### config.mk
export PLATFORM = sky130hd
export DESIGN_NAME = config_line_tokenizer_flat
export DESIGN_NICKNAME = d
export VERILOG_FILES = /design/src/design/clt_pkg.sv /design/src/design/clt_ifs.sv /design/src/design/config_line_tokenizer.sv /design/src/design/clt_in_stage.sv /design/src/design/clt_scan.sv /design/src/design/clt_out_stage.sv /design/src/flat_wrapper.sv
export SDC_FILE = /design/constraint.sdc
export NUM_CORES = 1
export LEC_CHECK = 0
export ABC_AREA = 1
export BUFFER_PORTS_ARGS = -buffer_cell sky130_fd_sc_hd__buf_2
export CORE_MARGIN = 2
export CORE_UTILIZATION = 52
export DETAILED_ROUTE_END_ITERATION = 8
export GPL_TIMING_DRIVEN = 0
export PLACE_DENSITY_LB_ADDON = 0.1
export SLEW_MARGIN = 15
export SYNTH_ARGS = -nofsm -noshare
export SYNTH_HDL_FRONTEND = slang
export SYNTH_SLANG_ARGS = --single-unit
### constraint.sdc
create_clock -name clock -period 2.25 [get_ports clock]
set_input_delay 0.225 -clock clock [delete_from_list [all_inputs] [get_ports clock]]
set_output_delay 0.225 -clock clock [all_outputs]
set_load 0.01 [all_outputs]
### src/design/clt_pkg.sv
// Shared constants, types and helpers of the configuration line tokenizer.
`default_nettype none

package clt_pkg;

   localparam int TOKEN_BUFFER = 128;
   localparam int LEN_W        = $clog2(TOKEN_BUFFER);
   localparam int TOKEN_LIMIT  = TOKEN_BUFFER - 1;
   localparam int BYTE_W       = 8;
   localparam int LINE_W       = 16;

   localparam logic [2:0] MODE_IDLE    = 3'd0;
   localparam logic [2:0] MODE_WORD    = 3'd1;
   localparam logic [2:0] MODE_QUOTE   = 3'd2;
   localparam logic [2:0] MODE_QSKIP   = 3'd3;
   localparam logic [2:0] MODE_COMMENT = 3'd4;

   localparam logic [BYTE_W-1:0] CH_NEWLINE = 8'h0A;
   localparam logic [BYTE_W-1:0] CH_SEMI    = 8'h3B;
   localparam logic [BYTE_W-1:0] CH_SLASH   = 8'h2F;
   localparam logic [BYTE_W-1:0] CH_QUOTE   = 8'h22;
   localparam logic [BYTE_W-1:0] CH_LOWER_A = 8'h61;
   localparam logic [BYTE_W-1:0] CH_LOWER_Z = 8'h7A;
   localparam logic [BYTE_W-1:0] CASE_DELTA = 8'h20;
   localparam logic [LINE_W-1:0] LINE_MAX   = 16'hFFFF;
   localparam logic [LINE_W-1:0] LINE_FIRST = 16'd1;

   localparam logic KIND_BYTE = 1'b0;
   localparam logic KIND_EOF  = 1'b1;

   typedef struct packed {
      logic              kind;
      logic [BYTE_W-1:0] char_byte;
   } req_type;

   typedef struct packed {
      logic              is_end_marker;
      logic [BYTE_W-1:0] token_byte;
      logic              first_of_line;
      logic [LINE_W-1:0] line_number;
   } rsp_type;

   function automatic logic is_white(input logic [BYTE_W-1:0] c);
      return (c == 8'h20) || (c == 8'h09) || (c == 8'h0B) || (c == 8'h0D) ||
             (c == 8'h0C) || (c == 8'hAD) || (c == 8'h00);
   endfunction

endpackage

`default_nettype wire

### src/design/clt_ifs.sv
// Channel interfaces: request, response and control-register write.
`default_nettype none

interface clt_req_if;
   import clt_pkg::*;
   logic              valid;
   logic              ready;
   logic              kind;
   logic [BYTE_W-1:0] char_byte;
   modport source (output valid, kind, char_byte, input ready);
   modport sink (input valid, kind, char_byte, output ready);
endinterface

interface clt_rsp_if;
   import clt_pkg::*;
   logic              valid;
   logic              ready;
   logic              is_end_marker;
   logic [BYTE_W-1:0] token_byte;
   logic              first_of_line;
   logic [LINE_W-1:0] line_number;
   modport source (output valid, is_end_marker, token_byte, first_of_line, line_number,
                   input ready);
   modport sink (input valid, is_end_marker, token_byte, first_of_line, line_number,
                 output ready);
endinterface

interface clt_csr_if;
   logic valid;
   logic ready;
   logic fold_first_word;
   modport source (output valid, fold_first_word, input ready);
   modport sink (input valid, fold_first_word, output ready);
endinterface

`default_nettype wire

### src/design/config_line_tokenizer.sv
// Top level of the configuration line tokenizer.
// Splits a text byte stream into words. Each request on req_if carries one
// text byte (kind 0) or an end-of-input mark (kind 1). The first TOKEN_LIMIT
// bytes of each token leave on rsp_if as they arrive, then one end marker; the
// first token of a line is flagged and every result carries its line number.
// csr_if writes fold_first_word (reset 1); it is always ready, and the user
// must write it only while the block is idle; the block does not enforce this.
// A request is held in the input register, then the scan logic writes its
// result into the result register; a stalled sink can hold it in between.
// Throughput: one request per cycle unless the sink stalls; the scan state
// updates once per step. A request that gives no result still passes through.
// Reset returns the scanner to between tokens at line 1 and empties both
// registers. When the sink stalls, the result register holds, the input
// register fills, and then req_if.ready drops until the sink takes a result.
// End of input closes an open token and clears the scan state for a new file.
`default_nettype none

module config_line_tokenizer (
   input  wire logic clock,
   input  wire logic reset,
   clt_req_if.sink   req_if,
   clt_rsp_if.source rsp_if,
   clt_csr_if.sink   csr_if
);
   import clt_pkg::*;

   logic    fold_ff, fold_in;
   logic    item_valid, out_free, step, res_valid;
   req_type item;
   rsp_type res;

   assign csr_if.ready = 1'b1;
   assign fold_in      = (csr_if.valid && csr_if.ready) ? csr_if.fold_first_word : fold_ff;

   always_ff @(posedge clock) begin
      if (reset) begin
         fold_ff <= 1'b1;
      end else begin
         fold_ff <= fold_in;
      end
   end

   assign step = item_valid && out_free;

   clt_in_stage u_in (
      .clock      (clock),
      .reset      (reset),
      .req_if     (req_if),
      .take       (out_free),
      .item_valid (item_valid),
      .item       (item)
   );

   clt_scan u_scan (
      .clock           (clock),
      .reset           (reset),
      .step            (step),
      .item            (item),
      .fold_first_word (fold_ff),
      .res_valid       (res_valid),
      .res             (res)
   );

   clt_out_stage u_out (
      .clock  (clock),
      .reset  (reset),
      .load   (step && res_valid),
      .res    (res),
      .free   (out_free),
      .rsp_if (rsp_if)
   );

   a_line_nonzero: assert property (@(posedge clock) disable iff (reset)
      rsp_if.valid |-> rsp_if.line_number != '0)
      else $error("result with line number zero");

   a_end_byte_zero: assert property (@(posedge clock) disable iff (reset)
      (rsp_if.valid && rsp_if.is_end_marker) |-> rsp_if.token_byte == '0)
      else $error("end marker carries a byte");

   a_stall_cause: assert property (@(posedge clock) disable iff (reset)
      !req_if.ready |-> (rsp_if.valid && !rsp_if.ready))
      else $error("request stalled without a stalled result");

endmodule

`default_nettype wire

### src/design/clt_in_stage.sv
// Input register: takes one request per cycle while empty or being drained.
`default_nettype none

module clt_in_stage (
   input  wire logic            clock,
   input  wire logic            reset,
   clt_req_if.sink              req_if,
   input  wire logic            take,
   output logic                 item_valid,
   output clt_pkg::req_type     item
);
   import clt_pkg::*;

   logic    valid_ff, valid_in;
   req_type item_ff, item_in;
   logic    load;

   assign req_if.ready = !valid_ff || take;
   assign load         = req_if.valid && req_if.ready;

   always_comb begin
      valid_in = valid_ff;
      item_in  = item_ff;
      if (load) begin
         valid_in          = 1'b1;
         item_in.kind      = req_if.kind;
         item_in.char_byte = req_if.char_byte;
      end else if (take) begin
         valid_in = 1'b0;
      end
   end

   always_ff @(posedge clock) begin
      if (reset) begin
         valid_ff <= 1'b0;
      end else begin
         valid_ff <= valid_in;
      end
      item_ff <= item_in;
   end

   assign item_valid = valid_ff;
   assign item       = item_ff;

endmodule

`default_nettype wire

### src/design/clt_scan.sv
// Scanner state and next-state logic: one byte per step, at most one result.
`default_nettype none

module clt_scan (
   input  wire logic            clock,
   input  wire logic            reset,
   input  wire logic            step,
   input  wire clt_pkg::req_type item,
   input  wire logic            fold_first_word,
   output logic                 res_valid,
   output clt_pkg::rsp_type     res
);
   import clt_pkg::*;

   logic [2:0]        mode_ff, mode_in;
   logic [LEN_W-1:0]  len_ff, len_in;
   logic [LINE_W-1:0] line_ff, line_in;
   logic              fresh_ff, fresh_in;
   logic              first_ff, first_in;

   logic [LEN_W-1:0]  len_plus;
   logic [BYTE_W-1:0] c;
   logic              is_end, res_first;
   logic [LINE_W-1:0] line_bump;

   assign c         = item.char_byte;
   assign len_plus  = len_ff + LEN_W'(1);
   assign line_bump = (line_ff != LINE_MAX) ? line_ff + LINE_W'(1) : line_ff;

   always_comb begin
      mode_in   = mode_ff;
      len_in    = len_ff;
      line_in   = line_ff;
      fresh_in  = fresh_ff;
      first_in  = first_ff;
      res_valid = 1'b0;
      is_end    = 1'b0;
      res_first = first_ff;
      if (item.kind == KIND_EOF) begin
         // close any open token, then back to reset state
         res_valid = (mode_ff == MODE_WORD) || (mode_ff == MODE_QUOTE) ||
                     (mode_ff == MODE_QSKIP);
         is_end    = 1'b1;
         mode_in   = MODE_IDLE;
         len_in    = '0;
         line_in   = LINE_FIRST;
         fresh_in  = 1'b1;
         first_in  = 1'b0;
      end else begin
         unique case (mode_ff)
            MODE_WORD: begin
               if (is_white(c)) begin
                  mode_in   = MODE_IDLE;
                  res_valid = 1'b1;
                  is_end    = 1'b1;
               end else if (c == CH_NEWLINE) begin
                  mode_in   = MODE_IDLE;
                  res_valid = 1'b1;
                  is_end    = 1'b1;
                  line_in   = line_bump;
                  fresh_in  = 1'b1;
               end else if (c == CH_SEMI || c == CH_SLASH) begin
                  mode_in   = MODE_COMMENT;
                  res_valid = 1'b1;
                  is_end    = 1'b1;
               end else if (len_ff < LEN_W'(TOKEN_LIMIT)) begin
                  len_in    = len_plus;
                  res_valid = 1'b1;
               end
            end
            MODE_QUOTE: begin
               if (c == CH_QUOTE) begin
                  mode_in   = MODE_IDLE;
                  res_valid = 1'b1;
                  is_end    = 1'b1;
               end else begin
                  len_in    = len_plus;
                  res_valid = 1'b1;
                  if (len_plus >= LEN_W'(TOKEN_LIMIT)) begin
                     mode_in = MODE_QSKIP;
                  end
               end
            end
            MODE_QSKIP: begin
               if (c == CH_QUOTE) begin
                  mode_in   = MODE_IDLE;
                  res_valid = 1'b1;
                  is_end    = 1'b1;
               end
            end
            MODE_COMMENT: begin
               if (c == CH_NEWLINE) begin
                  mode_in  = MODE_IDLE;
                  line_in  = line_bump;
                  fresh_in = 1'b1;
               end
            end
            default: begin
               mode_in = MODE_IDLE;
               if (c == CH_NEWLINE) begin
                  line_in  = line_bump;
                  fresh_in = 1'b1;
               end else if (is_white(c)) begin
                  mode_in = MODE_IDLE;
               end else if (c == CH_SEMI || c == CH_SLASH) begin
                  mode_in = MODE_COMMENT;
               end else begin
                  first_in  = fresh_ff;
                  res_first = fresh_ff;
                  fresh_in  = 1'b0;
                  len_in    = '0;
                  if (c == CH_QUOTE) begin
                     mode_in = MODE_QUOTE;
                  end else begin
                     mode_in   = MODE_WORD;
                     len_in    = LEN_W'(1);
                     res_valid = 1'b1;
                  end
               end
            end
         endcase
      end
   end

   always_comb begin
      res.is_end_marker = is_end;
      res.first_of_line = res_first;
      res.line_number   = line_ff;
      res.token_byte    = c;
      if (is_end) begin
         res.token_byte = '0;
      end else if (res_first && fold_first_word && c >= CH_LOWER_A && c <= CH_LOWER_Z) begin
         res.token_byte = c - CASE_DELTA;
      end
   end

   always_ff @(posedge clock) begin
      if (reset) begin
         mode_ff  <= MODE_IDLE;
         len_ff   <= '0;
         line_ff  <= LINE_FIRST;
         fresh_ff <= 1'b1;
         first_ff <= 1'b0;
      end else if (step) begin
         mode_ff  <= mode_in;
         len_ff   <= len_in;
         line_ff  <= line_in;
         fresh_ff <= fresh_in;
         first_ff <= first_in;
      end
   end

endmodule

`default_nettype wire

### src/design/clt_out_stage.sv
// Result register: holds one token byte or end marker until the sink takes it.
`default_nettype none

module clt_out_stage (
   input  wire logic             clock,
   input  wire logic             reset,
   input  wire logic             load,
   input  wire clt_pkg::rsp_type res,
   output logic                  free,
   clt_rsp_if.source             rsp_if
);
   import clt_pkg::*;

   logic    valid_ff, valid_in;
   rsp_type data_ff, data_in;

   assign free = !valid_ff || rsp_if.ready;

   always_comb begin
      valid_in = valid_ff;
      data_in  = data_ff;
      if (free) begin
         valid_in = load;
         if (load) begin
            data_in = res;
         end
      end
   end

   always_ff @(posedge clock) begin
      if (reset) begin
         valid_ff <= 1'b0;
      end else begin
         valid_ff <= valid_in;
      end
      data_ff <= data_in;
   end

   assign rsp_if.valid         = valid_ff;
   assign rsp_if.is_end_marker = data_ff.is_end_marker;
   assign rsp_if.token_byte    = data_ff.token_byte;
   assign rsp_if.first_of_line = data_ff.first_of_line;
   assign rsp_if.line_number   = data_ff.line_number;

endmodule

`default_nettype wire

### src/flat_wrapper.sv
// flat-port wrapper written by rule: the top's interface ports become plain ports
module config_line_tokenizer_flat import clt_pkg::*;
  (clock, reset, req_if_valid, req_if_kind, req_if_char_byte, req_if_ready, rsp_if_valid, rsp_if_is_end_marker, rsp_if_token_byte, rsp_if_first_of_line, rsp_if_line_number, rsp_if_ready, csr_if_valid, csr_if_fold_first_word, csr_if_ready);
  clt_req_if req_if_i ();
  clt_rsp_if rsp_if_i ();
  clt_csr_if csr_if_i ();
  input  wire logic clock;
  input  wire logic reset;
  input wire logic [$bits(req_if_i.valid)-1:0] req_if_valid;
  input wire logic [$bits(req_if_i.kind)-1:0] req_if_kind;
  input wire logic [$bits(req_if_i.char_byte)-1:0] req_if_char_byte;
  output wire logic [$bits(req_if_i.ready)-1:0] req_if_ready;
  output wire logic [$bits(rsp_if_i.valid)-1:0] rsp_if_valid;
  output wire logic [$bits(rsp_if_i.is_end_marker)-1:0] rsp_if_is_end_marker;
  output wire logic [$bits(rsp_if_i.token_byte)-1:0] rsp_if_token_byte;
  output wire logic [$bits(rsp_if_i.first_of_line)-1:0] rsp_if_first_of_line;
  output wire logic [$bits(rsp_if_i.line_number)-1:0] rsp_if_line_number;
  input wire logic [$bits(rsp_if_i.ready)-1:0] rsp_if_ready;
  input wire logic [$bits(csr_if_i.valid)-1:0] csr_if_valid;
  input wire logic [$bits(csr_if_i.fold_first_word)-1:0] csr_if_fold_first_word;
  output wire logic [$bits(csr_if_i.ready)-1:0] csr_if_ready;
  assign req_if_i.valid = req_if_valid;
  assign req_if_i.kind = req_if_kind;
  assign req_if_i.char_byte = req_if_char_byte;
  assign req_if_ready = req_if_i.ready;
  assign rsp_if_valid = rsp_if_i.valid;
  assign rsp_if_is_end_marker = rsp_if_i.is_end_marker;
  assign rsp_if_token_byte = rsp_if_i.token_byte;
  assign rsp_if_first_of_line = rsp_if_i.first_of_line;
  assign rsp_if_line_number = rsp_if_i.line_number;
  assign rsp_if_i.ready = rsp_if_ready;
  assign csr_if_i.valid = csr_if_valid;
  assign csr_if_i.fold_first_word = csr_if_fold_first_word;
  assign csr_if_ready = csr_if_i.ready;
  config_line_tokenizer u_core (.clock(clock), .reset(reset), .req_if(req_if_i), .rsp_if(rsp_if_i), .csr_if(csr_if_i));
endmodule
==> impl_metrics.tcl, run 1 <==
set metrics [dict create \
    outcome "finished, final reports clean" \
    min_to "u_core.u_in.item[1]" \
    fillers 597 \
    grt_max_degree 12 \
    setup_viol 0 \
    min-delay-start "req_if_char_byte[1]" \
    finalNetCount 530 \
    grt-ovfl-total 0 \
    fmax_ghz 0.453 \
    synth_edf_count 35 \
    cts_max_level 3 \
    hold_viol 0 \
    worst_pin_slew_ns 0.682 \
    diodes 0 \
    syn_inst 444 \
    cp.arrival_ns 2.26 \
    grt.met1_usage_pct 28.7 \
    core_area_mm2 0.00672 \
    min_period_ns 2.21 \
    ir_worst_vdd_uv 617 \
    yosys_warnings 0 \
    syn_area_per_cell_um2 8.04 \
    synth_common_cells "86 x nand2_1, 74 x nor2_1, 47 x inv_1" \
    antenna_left 0 \
    rows 30 \
    synth_ff_type "edfxtp_1" \
    drc_errors 0 \
    globalplace.congestion 0.974 \
    post-route-period-util_pct 98.1 \
    clk_pin_slew_ns 0.07 \
    timing.rr.start "u_core.u_in.item[5]" \
    cp_max_fo 10 \
    start_util_pct 53.1 \
    cts_tree "yes" \
    worstPathRequired_ns 2.30 \
    reg2reg_to "u_core.u_out.rsp_if.token_byte[3]" \
    worstSetupPathType "reg -> reg" \
    numPortBuffers 41 \
    ctsHoldBuffers 0 \
    slowest_delay_ns 0.47 \
    routedWlPerCell_um 13.0 \
    yosysUniqueCellTypes 40 \
    grtUsageTotal_pct 22.6 \
    finClkSkew_ns 0.00795 \
    ys_seq_area_share_pct 46.8 \
    syn_nets 464 \
    drv_slew 0 \
    crit_buf_inv 2 \
    crit_slowest_cell "edfxtp_1" \
    syn2layout_area_growth_pct 17.5 \
    antenna_found_initial 0 \
    syn_area_mm2 0.00357 \
    postLayoutCellArea_mm2 0.00420 \
    min_path_cells 1 \
    cts_root_buffer "clkbuf_8" \
    ff2ff_path_depth 11 \
    slew_headroom_pct 54.5 \
    grt_pass1_vias 2920 \
    critPathTopFamily "simple AND/OR/NAND/NOR gates" \
    synthArstFlopShare_pct 0 \
    pin_count 44 \
    use_met2_pct 37.1 \
    cap_violations 0 \
    reg2reg_slack_ns 0.04 \
    clock_latency_ns 0.34 \
    met3_usage_pct 4.64 \
    p_leak_uw 0.00180 \
    ys_seq_elements 66 \
    dpl_cell_area_mm2 0.00388 \
    drive_gt1_share_pct 24.3 \
    viasPerCell 5.16 \
    p_per_area_mw_per_mm2 642 \
    cts.sinks 66 \
    critPathCaptureType "flop" \
    dp_cells 565 \
    drt-total-wl_um 7730 \
    vias 3072 \
    numCtsBuffers 9 \
    cts_buffer_depth 2 \
    cp_cell_sequence "ha_1 > nand3_1 > a21oi_2 > nor2_4 > nand2_2 > nor2_4 > nand2_1 > nand3_1 > nand3_4 > clkinvlp_4 > buf_4" \
    die_w_um 86.9 \
    hp-class "in -> reg" \
    yosysTopAreaCell "edfxtp_1" \
    synthTopCellsByArea "edfxtp_1 29%, dfxtp_1 17%, nand2_1 9.0%" \
    instances_no_fill 595 \
    dieArea_mm2 0.00755 \
    die_h_um 86.9 \
    firstDrtPassIters 5 \
    hpwl_um 5480 \
    drt_iter0_drc 136 \
    grt-busiest-layer "met2" \
    synth.most_common_cell "nand2_1" \
    startpoint_type "flop" \
    synth_top_area_share_pct 29.4 \
    grt_pass1_wl_um 13300 \
]
state kept, by name, summed over array words and instances (netlist names), 3 cells and up:
signal / flops
u_core.u_out.rsp_if.line_number: 16
u_core.u_scan.line_ff: 16
u_core.u_in.item: 9
u_core.u_out.rsp_if.token_byte: 8
u_core.u_scan.len_ff: 7
u_core.u_scan.mode_ff: 3
area by class of cell:
class / instances / area (um2) / share of cell area (%)
multi-input cells: 313 / 1650 / 39.3
inverters: 54 / 206 / 4.92
plain buffers: 11 / 68.8 / 1.64
flip-flops and latches: 66 / 1670 / 39.8
well taps: 80 / 100 / 2.39
clock inverters: 6 / 57.6 / 1.37
repair inverters: 1 / 7.51 / 0.179
repair buffers: 54 / 307 / 7.31
clock buffers: 10 / 128 / 3.04
where the power goes:
group / leakage (uW) / internal (uW) / total (uW) / switching, uW
combinational: 0.00113 / 128 / 360 / 232
sequential: 0.000572 / 1330 / 1370 / 38.0
clock: 0.0000958 / 504 / 965 / 461
cells by family after synthesis:
logic type      share of synthesized area (%)
fa+ha+maj                                1.75
other cells                             0.105
flops                                    46.8
buf+inv                                  7.53
xor+xnor                                 3.43
compound gates                           8.65
simple gates                             31.7
timing repair:
item	CTS	global route
resized for setup	3	8
endpoints found under the setup margin	26	46
buffers inserted	6	7
cloned	1	0
pin swaps	0	2
per-stage QoR:
stage	power, uW	hold WS, ns	utilization (%)	setup TNS, ns	setup slack, ns
finish	2690	0.0528	62.4	0	0.0439
global route	2830	0.0343	62.4	-0.915	-0.0610
CTS	2690	0.0424	61.4	0	0.0282
detailed placement	1730	0.403	57.7	-9.88	-0.382
global placement	1720	0.401	57.7	-9.47	-0.366
floorplan	1630	0.324	-	0	0.0448
routing by layer:
metal | up-vias | part of all wire (%)
li1 | 1590 | -
met1 | 1395 | 43
met2 | 65 | 50
met3 | 22 | 3.7
met4 | 0 | 2.9
met5 | - | 0
cells in the final DEF, fill, tap and decap left out, types with 2 or more instances in the layout:
cell	n
nand2_1	86
nor2_1	73
inv_1	43
buf_2	42
edfxtp_1	35
nand3_1	32
dfxtp_1	31
nand4_1	24
nand2_2	17
a21oi_1	16
buf_4	13
a21oi_2	11
xor2_1	11
inv_2	10
clkbuf_8	9
o21ai_0	8
clkbuf_1	6
o21ai_1	5
ha_1	5
clkinv_2	4
clkinvlp_4	3
xnor2_1	3
nor2_2	2
nor2_4	2
nand3_4	2
nor3_1	2
buf_6	2
worst max-delay path by stage:
stage,from,end,slack (ns),depth (start not counted)
after floorplan,u_core.u_in.item[6],u_core.u_out.rsp_if.first_of_line,0.04,11
after global placement,u_core.u_in.item[6],u_core.u_out.rsp_if.line_number[0],-0.37,11
after detailed placement,u_core.u_in.item[6],u_core.u_out.rsp_if.line_number[0],-0.38,11
after CTS,u_core.u_in.item[5],u_core.u_out.rsp_if.line_number[3],0.03,11
after global routing,u_core.u_in.item[5],u_core.u_out.rsp_if.token_byte[3],-0.06,11
final,u_core.u_in.item[5],u_core.u_out.rsp_if.token_byte[3],0.04,11
worst reg2reg max path, stage by stage, from the launching register on:
cell	delay [ns]
edfxtp_1	0.47
ha_1	0.25
nand3_1	0.13
a21oi_2	0.09
nor2_4	0.14
nand2_2	0.09
nor2_4	0.12
nand2_1	0.08
nand3_1	0.13
nand3_4	0.13
clkinvlp_4	0.09
buf_4	0.18
No activity file was read; power rests on OpenSTA's default activity.
==> run 2, diff against run 1 <==
--- a/config.mk
+++ b/config.mk
@@ -7,11 +7,13 @@
 export LEC_CHECK = 0
 export ABC_AREA = 1
 export BUFFER_PORTS_ARGS = -buffer_cell sky130_fd_sc_hd__buf_2
+export CELL_PAD_IN_SITES_DETAIL_PLACEMENT = 2
+export CELL_PAD_IN_SITES_GLOBAL_PLACEMENT = 2
 export CORE_MARGIN = 2
-export CORE_UTILIZATION = 52
+export CORE_UTILIZATION = 31
 export DETAILED_ROUTE_END_ITERATION = 8
 export GPL_TIMING_DRIVEN = 0
-export PLACE_DENSITY_LB_ADDON = 0.1
+export PLACE_DENSITY = 0.87
 export SLEW_MARGIN = 15
 export SYNTH_ARGS = -nofsm -noshare
 export SYNTH_HDL_FRONTEND = slang
==> impl_metrics.tcl, run 2 (synthesized netlist as in run 1, its figures left out) <==
set metrics [dict create \
    cts_root_buffer "clkbuf_16" \
    pin_count 44 \
    viasPerCell 5.09 \
    grt-ovfl-total 0 \
    syn2layout_area_growth_pct 23.3 \
    ctsHoldBuffers 0 \
    antenna_found_initial 0 \
    grtUsageTotal_pct 19.8 \
    numCtsBuffers 9 \
    cts_max_level 3 \
    drt-met1-wl_um 5150 \
    highest_layer "met4" \
    setup_ws_ns 0.0141 \
    start_util_pct 31.5 \
    vias 3352 \
    clk_pin_slew_ns 0.05 \
    globalplace.congestion 0.847 \
    core_area_mm2 0.0113 \
    worstSetupPathType "reg -> reg" \
    wl_met2_um 6520 \
    diodes 0 \
    grt_pass1_vias 3606 \
    hpwl_um 7840 \
    worst_pin_slew_ns 0.695 \
    cp_max_fo 7 \
    firstDrtPassIters 4 \
    drc_errors 0 \
    die_w_um 111 \
    worstPathRequired_ns 2.35 \
    p_per_area_mw_per_mm2 706 \
    whs_ns 0.0616 \
    clock_latency_ns 0.34 \
    finalNetCount 531 \
    die_h_um 111 \
    ir_worst_vdd_uv 473 \
    post-route-period-util_pct 99.4 \
    drive_gt1_share_pct 25.0 \
    antenna_left 0 \
    cts_buffer_depth 2 \
    cp.arrival_ns 2.33 \
    final_core_util_pct 38.9 \
    dieArea_mm2 0.0124 \
    rows 39 \
    critPathCaptureType "flop" \
    grt_max_degree 14 \
    dp_slack_ns -0.504 \
    rsz0062_at_grt "true" \
    fmax_ghz 0.447 \
    drt_iter0_drc 128 \
    dpl_cell_area_mm2 0.00396 \
    outcome "finished, final reports clean" \
    min_period_ns 2.24 \
    numPortBuffers 41 \
    cap_violations 0 \
    final_cell_mix "85 x nand2_1, 72 x nor2_1, 45 x inv_1" \
    setup_viol 0 \
    drt-total-wl_um 12300 \
    p_leak_uw 0.00186 \
    postLayoutCellArea_mm2 0.00440 \
    slew_headroom_pct 53.6 \
    routedWlPerCell_um 18.7 \
    grt_pass1_wl_um 19300 \
    hold_viol 0 \
    cts.sinks 66 \
    cts_tree "yes" \
    drv_slew 0 \
    final_common_cell "nand2_1" \
    wl_met3_um 374 \
    finClkSkew_ns 0.0114 \
    hp-class "in -> reg" \
    startpoint_type "flop" \
]
run 2: critical path: stages, from the launching register on:
cell and delay (ns):
edfxtp_1 0.45, buf_4 0.18, nor2_1 0.15, nand2_2 0.13, nor2_2 0.17, inv_2 0.08
nand2_2 0.13, nor2_4 0.05, nand2_1 0.09, nand3_1 0.13, nand3_4 0.14, clkinvlp_4 0.11
buf_4 0.17
run 2: metal layers:
metal / global-route usage [%] / vias to the layer above
li1: - / 1590
met1: 23.4 / 1689
met2: 35.6 / 57
met3: 4.32 / 16
met4: 7.00 / 0
met5: 0 / -
run 2: area by class of cell:
cell class                 instances  area (um2)
sequential                        66        1670
fill                            1280        6920
tap                              143         179
clock inverter                     3        15.0
timing repair buffer              55         323
timing repair inverter             1        7.51
clock buffer                      13         260
inverter                          54         206
buffer                            11        71.3
multi-input combinational        313        1670
run 2: per-stage QoR:
step           TNS, ns  std cells  total power [uW]
2_1_floorplan        0        444              1630
3_3_place_gp     -9.96        628              1730
3_5_place_dp    -13.00        628              1760
4_1_cts              0        653              3090
5_1_grt          -3.59        659              3240
6_report             0        659              3110
run 2: worst paths after layout:
check,cells past startpoint,to,startpoint,slack [ns]
setup / recovery,12,u_core.u_out.rsp_if.line_number[10],u_core.u_in.item[5],0.01
hold / removal,1,u_core.u_in.item[2],req_if_char_byte[2],0.06
setup reg to reg,12,u_core.u_out.rsp_if.line_number[10],u_core.u_in.item[5],0.01
hold reg to reg,2,u_core.fold_ff,u_core.fold_ff,0.52
run 2: power by group:
group / switching [uW] / internal (uW) / total (uW)
clock network: 525 / 801 / 1330
registers: 44.0 / 1330 / 1380
logic: 270 / 134 / 404
total: 840 / 2270 / 3110
run 2: what timing repair did:
action / 4_1_cts / 5_1_grt
setup endpoints to repair: 29 / 51
pin swaps: 0 / 4
gates cloned: 1 / 0
buffers inserted: 8 / 6
gates resized for setup: 5 / 13
==> run 3, diff against run 2 <==
--- a/config.mk
+++ b/config.mk
@@ -13,7 +13,7 @@
 export CORE_UTILIZATION = 31
 export DETAILED_ROUTE_END_ITERATION = 8
 export GPL_TIMING_DRIVEN = 0
-export PLACE_DENSITY = 0.87
+export PLACE_DENSITY_LB_ADDON = 0.08
 export SLEW_MARGIN = 15
 export SYNTH_ARGS = -nofsm -noshare
 export SYNTH_HDL_FRONTEND = slang
==> impl_metrics.tcl, run 3 (synthesized netlist as in run 1, its figures left out) <==
set metrics [dict create \
    tns_ns 0 \
    fillers 1300 \
    hold_viol 0 \
    ir_worst_vdd_uv 262 \
    numPortBuffers 41 \
    reg2reg_slack_ns 0.09 \
    min_period_ns 2.16 \
    numCtsBuffers 9 \
    final_cell_mix "86 x nand2_1, 71 x nor2_1, 45 x inv_1" \
    cts_max_level 3 \
    fmax_ghz 0.462 \
    drive_gt1_share_pct 24.7 \
    slew_headroom_pct 56.3 \
    dp_slack_ns -0.595 \
    switching_share_pct 25.2 \
    setup_viol 0 \
    worstPathRequired_ns 2.29 \
    viasPerCell 4.95 \
    antenna_found_initial 0 \
    p_per_area_mw_per_mm2 732 \
    syn2layout_area_growth_pct 23.9 \
    diodes 0 \
    globalplace.congestion 0.779 \
    post-route-period-util_pct 96.1 \
    switchingPower_uw 817 \
    die_h_um 111 \
    instances_no_fill 654 \
    final_common_cell "nand2_1" \
    firstDrtPassIters 4 \
    grt_max_degree 14 \
    p_leak_uw 0.00185 \
    timing.rr.start "u_core.u_in.item[5]" \
    cts_tree "yes" \
    worst_pin_slew_ns 0.656 \
    ff2ff_path_depth 11 \
    antenna_left 0 \
    start_util_pct 31.5 \
    p_int_uw 2420 \
    crit_end "u_core.u_out.rsp_if.line_number[9]" \
    grtUsageTotal_pct 18.8 \
    finalNetCount 527 \
    cts.sinks 66 \
    drv_slew 0 \
    pin_count 44 \
    cp.arrival_ns 2.21 \
    dieArea_mm2 0.0124 \
    grt_pass1_vias 3499 \
    p_comb_share_pct 12.0 \
    drc_errors 0 \
    setup_ws_ns 0.0875 \
    rsz0062_at_grt "true" \
    core_area_mm2 0.0113 \
    rows 39 \
    min_path_cells 1 \
    pwr-share-seq_pct 42.4 \
    routedWlPerCell_um 16.8 \
    ctsHoldBuffers 0 \
    reg2reg_to "u_core.u_out.rsp_if.line_number[9]" \
    drt-total-wl_um 11000 \
    clock_power_share_pct 45.6 \
    finClkSkew_ns 0.00495 \
    critPathCaptureType "flop" \
    grt_pass1_wl_um 18500 \
    hpwl_um 7910 \
    cp_max_fo 13 \
    outcome "finished, final reports clean" \
    startpoint_type "flop" \
    cts_root_buffer "clkbuf_16" \
    vias 3235 \
    clock_latency_ns 0.33 \
    final_core_util_pct 39.1 \
    clk_pin_slew_ns 0.06 \
    dp_cells 628 \
    startpoint "u_core.u_in.item[5]" \
    worstSetupPathType "reg -> reg" \
    cap_violations 0 \
    hp-class "in -> reg" \
    cts_buffer_depth 2 \
    drt_iter0_drc 89 \
    die_w_um 111 \
    grt-ovfl-total 0 \
]
-- run 3: cell types whose count changed in the layout (fill, tap and decap cells not counted), moves of 2 or more --
cell,previous run,this run
buf_4,15,9
bufinv_16,0,2
clkbuf_1,6,4
nor2_2,2,4
clkbuf_8,2,0
nand2_2,18,15
nand2_4,0,2
-- run 3: stage by stage --
| stage | cell area [um2] | hold WS, ns | power, uW |
|---|---|---|---|
| after floorplan | 3570 | 0.324 | 1630 |
| after global placement | 3960 | 0.403 | 1740 |
| after detailed placement | 3960 | 0.406 | 1760 |
| after CTS | 4350 | 0.0545 | 3280 |
| after global routing | 4420 | 0.0620 | 3400 |
| final | 4420 | 0.0687 | 3240 |
-- run 3: power by group through the flow --
| stage | Clock [uW] | Combinational [uW] | Sequential (uW) |
|---|---|---|---|
| after global routing | 1580 | 440 | 1380 |
| after detailed placement | 0 | 359 | 1400 |
| after floorplan | 0 | 225 | 1400 |
| after CTS | 1510 | 386 | 1380 |
| after global placement | 0 | 346 | 1400 |
| final | 1480 | 389 | 1370 |
-- run 3: how the worst min path moves through the flow --
stage                             start                  end
floorplan           req_if_char_byte[0]  u_core.u_in.item[0]
global placement    req_if_char_byte[2]  u_core.u_in.item[2]
detailed placement  req_if_char_byte[2]  u_core.u_in.item[2]
CTS                 req_if_char_byte[2]  u_core.u_in.item[2]
global route        req_if_char_byte[1]  u_core.u_in.item[1]
finish              req_if_char_byte[2]  u_core.u_in.item[2]
-- run 3: repair_timing --
action / CTS / global route
buffers inserted: 5 / 5
pin swaps: 0 / 4
resized for setup: 5 / 13
cloned: 1 / 0
endpoints found under the setup margin: 30 / 49
-- run 3: critical path: stages (launching register included) --
cell and delay (ns):
edfxtp_1 0.49, ha_2 0.23, nand3_1 0.11, a21oi_2 0.09, nor2_4 0.13, nand2_4 0.08, nor2_4 0.15, nand2_1 0.10
nand3_2 0.10, nand3_4 0.12, clkinvlp_4 0.11, buf_12 0.14
-- run 3: final cells by class --
type                    count  area (um2)  area share (%)
clock buffers               9         225            5.09
well taps                 143         179            4.04
multi-input cells         313        1680            37.9
inverters                  54         206            4.67
flip-flops and latches     66        1670            37.8
plain buffers              11        71.3            1.61
clock inverters             6        82.6            1.87
repair buffers             51         305            6.90
repair inverters            1        7.51           0.170
-- run 3: per-layer routing --
metal / part of all wire (%) / wire, um / vias up / track usage [%]
met5: 0 / 0 / - / 0
met2: 48 / 5290 / 41 / 31.4
met4: 1.6 / 178 / 0 / 7.00
li1: - / - / 1585 / -
met1: 48 / 5220 / 1595 / 24.9
met3: 2.5 / 271 / 14 / 2.57
